[config.mk]
export PLATFORM = sky130hd
export DESIGN_NAME = key_whitelist_table_top
export DESIGN_NICKNAME = d
export VERILOG_FILES = /design/src/kwt_pkg.sv /design/src/kwt_ram.sv /design/src/kwt_front.sv /design/src/kwt_back.sv /design/src/key_whitelist_table_top.sv
export VERILOG_INCLUDE_DIRS = /design/src /design/src/src
export SDC_FILE = /design/constraint.sdc
export NUM_CORES = 2
export LEC_CHECK = 0
export ABC_AREA = 1
export BUFFER_PORTS_ARGS = -buffer_cell sky130_fd_sc_hd__buf_2
export CAP_MARGIN = 20
export CELL_PAD_IN_SITES_DETAIL_PLACEMENT = 0
export CELL_PAD_IN_SITES_GLOBAL_PLACEMENT = 1
export CORE_MARGIN = 2
export CORE_UTILIZATION = 25
export DETAILED_ROUTE_END_ITERATION = 8
export GPL_TIMING_DRIVEN = 0
export PLACE_DENSITY = 0.54
export SLEW_MARGIN = 20
export SYNTH_ARGS = -nofsm -noshare
export SYNTH_HDL_FRONTEND = slang
export SYNTH_SLANG_ARGS = --single-unit
export TNS_END_PERCENT = 10
[constraint.sdc]
create_clock -name aclk -period 13.6 [get_ports aclk]
set_input_delay 0.68 -clock aclk [delete_from_list [all_inputs] [get_ports aclk]]
set_output_delay 0.68 -clock aclk [all_outputs]
set_load 0.01 [all_outputs]
[src/key_whitelist_table_top_macros.svh]
// ----------------------------------------------------------------------------
// Assertion macros for the key whitelist table
// Shared concurrent assertion forms, clocked on the block clock.
// ----------------------------------------------------------------------------
`ifndef KEY_WHITELIST_TABLE_TOP_MACROS_SVH
`define KEY_WHITELIST_TABLE_TOP_MACROS_SVH

// same-cycle implication, disabled during reset
`define KWT_ASSERT_IMPL(label, clk, rstn, ante, cons) \
    label: assert property (@(posedge clk) disable iff (!(rstn)) (ante) |-> (cons)) \
        else $error("kwt assertion failed");

// next-cycle implication, disabled during reset
`define KWT_ASSERT_NEXT(label, clk, rstn, ante, cons) \
    label: assert property (@(posedge clk) disable iff (!(rstn)) (ante) |=> (cons)) \
        else $error("kwt assertion failed");

`endif

[src/kwt_pkg.sv]
// ----------------------------------------------------------------------------
// kwt_pkg
// Types, codes and sizes shared by the key whitelist table modules.
// ----------------------------------------------------------------------------
package kwt_pkg;

    localparam int CAPACITY      = 32;
    localparam int KEY_W         = 64;
    localparam int CMD_W         = 2;
    localparam int STATUS_W      = 2;
    localparam int ENTRY_COUNT_W = 6;
    localparam int CNT_W         = $clog2(CAPACITY + 1);
    localparam int ADDR_W        = (CAPACITY > 1) ? $clog2(CAPACITY) : 1;

    localparam logic [CMD_W-1:0] CMD_LOOKUP = 2'd0;
    localparam logic [CMD_W-1:0] CMD_ADD    = 2'd1;
    localparam logic [CMD_W-1:0] CMD_DELETE = 2'd2;

    localparam logic [STATUS_W-1:0] ST_OK     = 2'd0;
    localparam logic [STATUS_W-1:0] ST_FULL   = 2'd1;
    localparam logic [STATUS_W-1:0] ST_ABSENT = 2'd2;

    typedef enum logic [1:0] {
        OP_LOOKUP,
        OP_ADD,
        OP_DELETE
    } op_t;

    typedef struct packed {
        op_t              op;
        logic [KEY_W-1:0] key;
    } req_t;

    typedef enum logic [1:0] {
        BK_IDLE,
        BK_SEARCH,
        BK_SHIFT,
        BK_DONE
    } back_state_t;

endpackage

[src/kwt_ram.sv]
// ----------------------------------------------------------------------------
// kwt_ram
// Generic one-write, one-read RAM with registered read data.
// ----------------------------------------------------------------------------
module kwt_ram #(
    parameter int WIDTH = 64,
    parameter int DEPTH = 32
) (
    input  logic                                      aclk,
    input  logic                                      we,
    input  logic [((DEPTH > 1) ? $clog2(DEPTH) : 1)-1:0] waddr,
    input  logic [WIDTH-1:0]                          wdata,
    input  logic [((DEPTH > 1) ? $clog2(DEPTH) : 1)-1:0] raddr,
    output logic [WIDTH-1:0]                          rdata
);

    logic [WIDTH-1:0] mem_reg [DEPTH];

    always_ff @(posedge aclk) begin
        if (we) begin
            mem_reg[waddr] <= wdata;
        end
        rdata <= mem_reg[raddr];
    end

endmodule

[src/kwt_front.sv]
// ----------------------------------------------------------------------------
// kwt_front
// Accepts requests, decodes the command and holds them in a two-entry queue.
// ----------------------------------------------------------------------------
module kwt_front (
    input  logic                       aclk,
    input  logic                       aresetn,
    input  logic                       s_valid,
    output logic                       s_ready,
    input  logic [kwt_pkg::CMD_W-1:0]  s_command,
    input  logic [kwt_pkg::KEY_W-1:0]  s_key,
    output logic                       q_valid,
    output kwt_pkg::req_t              q_req,
    input  logic                       q_pop
);
    import kwt_pkg::*;

    req_t       slot_reg [2];
    logic       wr_ptr_reg, wr_ptr_next;
    logic       rd_ptr_reg, rd_ptr_next;
    logic [1:0] fill_reg, fill_next;
    req_t       req_dec;
    logic       push;

    // unused code 3 runs as a lookup
    always_comb begin
        req_dec.key = s_key;
        unique case (s_command)
            CMD_ADD:    req_dec.op = OP_ADD;
            CMD_DELETE: req_dec.op = OP_DELETE;
            default:    req_dec.op = OP_LOOKUP;
        endcase
    end

    assign s_ready = (fill_reg != 2'd2);
    assign push    = s_valid && s_ready;
    assign q_valid = (fill_reg != 2'd0);
    assign q_req   = slot_reg[rd_ptr_reg];

    always_comb begin
        wr_ptr_next = push ? !wr_ptr_reg : wr_ptr_reg;
        rd_ptr_next = q_pop ? !rd_ptr_reg : rd_ptr_reg;
        fill_next   = fill_reg + {1'b0, push} - {1'b0, q_pop};
    end

    always_ff @(posedge aclk) begin
        if (!aresetn) begin
            wr_ptr_reg <= 1'b0;
            rd_ptr_reg <= 1'b0;
            fill_reg   <= 2'd0;
        end else begin
            wr_ptr_reg <= wr_ptr_next;
            rd_ptr_reg <= rd_ptr_next;
            fill_reg   <= fill_next;
        end
    end

    always_ff @(posedge aclk) begin
        if (push) begin
            slot_reg[wr_ptr_reg] <= req_dec;
        end
    end

endmodule

[src/kwt_back.sv]
// ----------------------------------------------------------------------------
// kwt_back
// Executes one request at a time: walks the key RAM for a match, appends on
// add, shifts later entries down on delete, and registers the result.
// ----------------------------------------------------------------------------
module kwt_back (
    input  logic                               aclk,
    input  logic                               aresetn,
    input  logic                               q_valid,
    input  kwt_pkg::req_t                      q_req,
    output logic                               q_pop,
    output logic                               m_valid,
    input  logic                               m_ready,
    output logic [kwt_pkg::STATUS_W-1:0]       m_status,
    output logic                               m_present,
    output logic [kwt_pkg::ENTRY_COUNT_W-1:0]  m_entry_count
);
    import kwt_pkg::*;

    back_state_t                state_reg, state_next;
    req_t                       cur_reg, cur_next;
    logic [CNT_W-1:0]           idx_reg, idx_next;
    logic                       pend_reg, pend_next;
    logic [CNT_W-1:0]           pend_idx_reg, pend_idx_next;
    logic [CNT_W-1:0]           count_reg, count_next;
    logic [STATUS_W-1:0]        status_reg, status_next;
    logic                       present_reg, present_next;
    logic                       m_valid_reg, m_valid_next;
    logic [STATUS_W-1:0]        m_status_reg, m_status_next;
    logic                       m_present_reg, m_present_next;
    logic [ENTRY_COUNT_W-1:0]   m_count_reg, m_count_next;

    logic                       ram_we;
    logic [ADDR_W-1:0]          ram_waddr;
    logic [KEY_W-1:0]           ram_wdata;
    logic [ADDR_W-1:0]          ram_raddr;
    logic [KEY_W-1:0]           ram_rdata;

    logic                       match;
    logic                       more;
    logic                       finish;
    logic                       finish_hit;
    logic                       out_free;
    logic [CNT_W-1:0]           shift_dst;

    kwt_ram #(
        .WIDTH (KEY_W),
        .DEPTH (CAPACITY)
    ) u_ram (
        .aclk  (aclk),
        .we    (ram_we),
        .waddr (ram_waddr),
        .wdata (ram_wdata),
        .raddr (ram_raddr),
        .rdata (ram_rdata)
    );

    // read data arrives the cycle after its address; pend_* tracks the slot in flight
    assign match     = pend_reg && (ram_rdata == cur_reg.key);
    assign more      = (idx_reg < count_reg);
    assign out_free  = !m_valid_reg || m_ready;
    assign shift_dst = pend_idx_reg - CNT_W'(1);

    always_comb begin
        state_next     = state_reg;
        cur_next       = cur_reg;
        idx_next       = idx_reg;
        pend_next      = pend_reg;
        pend_idx_next  = pend_idx_reg;
        count_next     = count_reg;
        status_next    = status_reg;
        present_next   = present_reg;
        m_valid_next   = m_valid_reg && !m_ready;
        m_status_next  = m_status_reg;
        m_present_next = m_present_reg;
        m_count_next   = m_count_reg;
        q_pop          = 1'b0;
        ram_we         = 1'b0;
        ram_waddr      = count_reg[ADDR_W-1:0];
        ram_wdata      = cur_reg.key;
        ram_raddr      = idx_reg[ADDR_W-1:0];
        finish         = 1'b0;
        finish_hit     = 1'b0;

        unique case (state_reg)
            BK_IDLE: begin
                if (q_valid) begin
                    q_pop      = 1'b1;
                    cur_next   = q_req;
                    idx_next   = '0;
                    pend_next  = 1'b0;
                    state_next = BK_SEARCH;
                end
            end
            BK_SEARCH: begin
                if (match) begin
                    if (cur_reg.op == OP_DELETE) begin
                        present_next = 1'b1;
                        idx_next     = pend_idx_reg + CNT_W'(1);
                        pend_next    = 1'b0;
                        state_next   = BK_SHIFT;
                    end else begin
                        finish     = 1'b1;
                        finish_hit = 1'b1;
                    end
                end else if (!pend_reg && !more) begin
                    finish = 1'b1;
                end else begin
                    pend_next     = more;
                    pend_idx_next = idx_reg;
                    if (more) begin
                        idx_next = idx_reg + CNT_W'(1);
                    end
                end
            end
            BK_SHIFT: begin
                // slot i takes slot i+1; the stale top slot falls outside the count
                if (pend_reg) begin
                    ram_we    = 1'b1;
                    ram_waddr = shift_dst[ADDR_W-1:0];
                    ram_wdata = ram_rdata;
                end
                if (!pend_reg && !more) begin
                    count_next  = count_reg - CNT_W'(1);
                    status_next = ST_OK;
                    state_next  = BK_DONE;
                end else begin
                    pend_next     = more;
                    pend_idx_next = idx_reg;
                    if (more) begin
                        idx_next = idx_reg + CNT_W'(1);
                    end
                end
            end
            BK_DONE: begin
                if (out_free) begin
                    m_valid_next   = 1'b1;
                    m_status_next  = status_reg;
                    m_present_next = present_reg;
                    m_count_next   = ENTRY_COUNT_W'(count_reg);
                    state_next     = BK_IDLE;
                end
            end
            default: state_next = BK_IDLE;
        endcase

        if (finish) begin
            present_next = finish_hit;
            state_next   = BK_DONE;
            case (cur_reg.op)
                OP_ADD: begin
                    if (count_reg < CNT_W'(CAPACITY)) begin
                        ram_we      = 1'b1;
                        count_next  = count_reg + CNT_W'(1);
                        status_next = ST_OK;
                    end else begin
                        status_next = ST_FULL;
                    end
                end
                OP_DELETE: status_next = ST_ABSENT;
                default:   status_next = finish_hit ? ST_OK : ST_ABSENT;
            endcase
        end
    end

    always_ff @(posedge aclk) begin
        if (!aresetn) begin
            state_reg   <= BK_IDLE;
            pend_reg    <= 1'b0;
            count_reg   <= '0;
            m_valid_reg <= 1'b0;
        end else begin
            state_reg   <= state_next;
            pend_reg    <= pend_next;
            count_reg   <= count_next;
            m_valid_reg <= m_valid_next;
        end
    end

    always_ff @(posedge aclk) begin
        cur_reg       <= cur_next;
        idx_reg       <= idx_next;
        pend_idx_reg  <= pend_idx_next;
        status_reg    <= status_next;
        present_reg   <= present_next;
        m_status_reg  <= m_status_next;
        m_present_reg <= m_present_next;
        m_count_reg   <= m_count_next;
    end

    assign m_valid       = m_valid_reg;
    assign m_status      = m_status_reg;
    assign m_present     = m_present_reg;
    assign m_entry_count = m_count_reg;

endmodule

[src/key_whitelist_table_top.sv]
// ----------------------------------------------------------------------------
// key_whitelist_table_top
// Table of up to 32 registered 64-bit keys with lookup, add and delete.
// ----------------------------------------------------------------------------
// Each request (lookup, add or delete of one key) yields one result with a
// status, a present flag and the entry count after the request. Requests go
// into a two-entry queue and are executed one at a time. The time from queue
// head to result grows with the number of entries in use; a delete that finds
// its key goes on to walk the entries after it to shift them down. The time is
// set by the single read port of the key RAM, which serves both the match walk
// and the shift-down of a delete. The table needs no clearing pass after
// reset: only read data from slots below the entry count is ever used.
module key_whitelist_table_top (
    input  logic                               aclk,
    input  logic                               aresetn,
    input  logic                               s_valid,
    output logic                               s_ready,
    input  logic [kwt_pkg::CMD_W-1:0]          s_command,
    input  logic [kwt_pkg::KEY_W-1:0]          s_key,
    output logic                               m_valid,
    input  logic                               m_ready,
    output logic [kwt_pkg::STATUS_W-1:0]       m_status,
    output logic                               m_present,
    output logic [kwt_pkg::ENTRY_COUNT_W-1:0]  m_entry_count
);
    import kwt_pkg::*;

`include "key_whitelist_table_top_macros.svh"

    logic q_valid;
    req_t q_req;
    logic q_pop;

    kwt_front u_front (
        .aclk      (aclk),
        .aresetn   (aresetn),
        .s_valid   (s_valid),
        .s_ready   (s_ready),
        .s_command (s_command),
        .s_key     (s_key),
        .q_valid   (q_valid),
        .q_req     (q_req),
        .q_pop     (q_pop)
    );

    kwt_back u_back (
        .aclk          (aclk),
        .aresetn       (aresetn),
        .q_valid       (q_valid),
        .q_req         (q_req),
        .q_pop         (q_pop),
        .m_valid       (m_valid),
        .m_ready       (m_ready),
        .m_status      (m_status),
        .m_present     (m_present),
        .m_entry_count (m_entry_count)
    );

    // full status only with a full table
    `KWT_ASSERT_IMPL(a_full_count, aclk, aresetn, m_valid && (m_status == ST_FULL), m_entry_count == ENTRY_COUNT_W'(CAPACITY))
    // not-present status never comes with a match
    `KWT_ASSERT_IMPL(a_absent_flag, aclk, aresetn, m_valid && (m_status == ST_ABSENT), !m_present)
    // a popped request leaves room in the queue next cycle
    `KWT_ASSERT_NEXT(a_pop_frees, aclk, aresetn, q_pop, s_ready)

endmodule

==> metrics.yaml <==
grt:
  grt_pass1_wl_um: 503000
  grt-ovfl-total: 0
  grt_max_degree: 33
  first_global_vias: 60900
  antenna_found_initial: 44
  grt_usage_pct: 19.3
route:
  finalWirelength_um: 373000
  drc_errors: 0
  drt_iter0_drc: 8373
  antenna_left: 0
  routed_via_density: 5.02
  dr_wl_met3_um: 29400
  vias: 64100
  wl_per_cell_um: 29.2
  drt-pass1-iter-count: 6
  highest_layer: "met5"
  wl_met1_um: 158000
  wl_met2_um: 169000
setup_path:
  crit_buf_inv: 5
  cpPeakStageDelay_ns: 0.87
  critical_path.most_common_cell: "nand2_1"
  crit_arrival_ns: 6.18
  crit_cells: 9
  worst-setup-path-type: "register to register"
  reg2reg_from: "u_back.idx_reg[2]$_DFFE_PP_"
  critPathCaptureType: "register"
  crit_start: "u_back.idx_reg[2]$_DFFE_PP_"
  path_max_fanout: 10
  reg2reg_to: "u_back.u_ram.rdata[52]$_DFF_P_"
  r2r_cells: 9
  endpoint: "u_back.u_ram.rdata[52]$_DFF_P_"
  startpoint_type: "register"
  required_ns: 14.31
  reg2reg_setup_slack_ns: 8.13
  critPathSlowestCell: "edfxtp_1"
  cpLargestDelayFamily: "buffers and inverters"
  cp_cell_sequence: "inv_1 > buf_2 > clkbuf_2 > buf_16 > clkbuf_1 > o21ai_0 > o22ai_1 > nand2_1 > nand2_1"
synth:
  ys_seq_area_share_pct: 75.6
  synth-seq-cells: 2348
  yosysUniqueCellTypes: 42
  yosysWarnings: 0
  synthTopCellsByArea: "edfxtp_1, o21ai_0, nor2_1"
  yosysTopAreaCellShare_pct: 73.9
  synth_area_per_cell_sq_um: 13.0
  synth_common_cells: "edfxtp_1, nor2_1, o21ai_0, nand2_1, o22ai_1"
  synth_largest_area_cell: "edfxtp_1"
  ys.flop_type: "edfxtp_1"
  synthCells: 7093
  async_reset_ff_share_pct: 0
  synth-edff-count: 2270
  yosys.cell_count.top_type: "edfxtp_1"
  netlist_area_sq_mm: 0.0922
  synth_fp_nets: 7183
floorplanning:
  die_h_um: 611
  row_count: 223
  die_w_um: 611
  dieArea_sq_mm: 0.374
  start_util_pct: 25.1
  ios: 81
  core_area_sq_mm: 0.368
placed_design:
  place_congestion: 0.871
  hpwlAfterDp_um: 272000
  dp.cells: 12200
  post-place-ws_ns: 8.44
  numPortBuffers: 80
  placed_cell_area_sq_mm: 0.105
clock_tree:
  clock_latency_ns: 0.87
  clk_pin_slew_ns: 0.06
  cts_tree: "yes"
  root_buffer: "clkbuf_16"
  cts_setup_buffers: 0
  cts_buffer_depth: 4
  cts_buffers: 270
  clock-sinks: 2348
  htreeDepth: 5
timing:
  finalHoldViolCount: 0
  worst_pin_slew_ns: 1.29
  rsz0062_at_grt: "no"
  setup_viol: 0
  whs_ns: 0.0405
  clock.fmax_mhz: 183
  finalCritPeriodShare_pct: 40.2
  clock-skew-final_ns: 0.0591
  max_slew_margin_pct: 13.2
  finalSetupTns_ns: 0
  slew_viol_final: 0
  period_needed_ns: 5.47
  fin_ws_ns: 8.13
status:
  status: "finished, final reports clean"
min_path:
  hold_path.class: "input pin to register"
  min_path_cells: 1
cells_and_area:
  drive_gt1_share_pct: 11.5
  fin_area_sq_mm: 0.114
  fin_util_pct: 31.0
  syn_to_final_growth_pct: 23.7
  largest_reg_flops: 2048
  final_cell_count_no_fill: 12800
  layout.nets: 7803
pwr:
  power.density_mw_per_mm2: 229
  max-vdd-ir-drop_uv: 96.9
  p_leak_nw: 37.7
  total_power_mw: 26.1
run:
  max-cap-violations: 0
repair_timing:
item / in CTS / in global routing
gates resized for setup: 0 / 0
hold endpoints to repair: 66 / 0
endpoints found under the setup margin: 0 / 0
hold buffers: 34 / 0
layer usage:
layer	vias up	global-route usage (%)
li1	27400	-
met1	33100	26.5
met2	3119	30.3
met3	558	3.09
met4	2	7.94
met5	-	0
power breakdown:
part           internal (mW)  total (mW)  switching, mW
clock                   4.09        7.04           2.95
combinational           2.29        9.62           7.33
sequential              9.16        9.43          0.270
total                   15.5        26.1           10.5
how the worst min path moves through the flow:
stage,from,to
2_1_floorplan,u_back.present_reg$_SDFFCE_PP1P_,u_back.m_present$_DFFE_PP_
3_5_place_dp,u_back.status_reg[0]$_SDFFCE_PP0P_,u_back.m_status[0]$_DFFE_PP_
6_report,s_key[58],u_front.slot_reg[1][58]$_DFFE_PP_
4_1_cts,s_key[32],u_front.slot_reg[1][32]$_DFFE_PP_
5_1_grt,s_key[44],u_front.slot_reg[0][44]$_DFFE_PP_
3_3_place_gp,u_back.status_reg[0]$_SDFFCE_PP0P_,u_back.m_status[0]$_DFFE_PP_
placed cells by master (no fill, tap or decap), types with 7 or more instances in the layout:
master and instances:
diode_2 12, a21oi_1 195, nand2_2 7, inv_1 170, nand3_1 32, clkinv_1 48, o31ai_1 17, mux2i_1 76
buf_2 154, xor2_1 14, a2111oi_0 36, inv_6 10, buf_1 17, buf_12 92, nand2_1 966, clkbuf_16 278
dfxtp_1 78, o21ai_0 979, nor2_1 1063, o221ai_1 38, buf_4 14, edfxtp_1 2270, o22ai_1 452, bufinv_16 17
dlygate4sd3_1 34, clkbuf_2 30, buf_16 138, clkbuf_1 387, nand4_1 15, xnor2_1 13, nor2_4 36, nor3_1 10
a2111o_1 36, o32ai_1 24, clkinv_2 33, o21ai_4 58, ha_1 20, clkinvlp_4 8
kinds of logic after synthesis:
logic type | share of synthesized area, %
buffers and inverters | 2.71
DFF | 75.6
and+or+nand+nor | 8.96
xor gates and xnor gates | 0.256
muxes | 0.825
adders and majority gates | 0.271
AOI/OAI and AO/OA | 11.4
layout make-up:
class	instances	area, sq um
Antenna cell	12	30.0
Multi-Input combinational cell	4117	20900
Clock inverter	118	1060
Inverter	179	672
Timing Repair Buffer	348	6440
Tap cell	4837	6050
Clock buffer	354	7270
Buffer	449	1870
Fill cell	36600	254000
Sequential cell	2348	69700
Power figures use the tool's default switching activity.
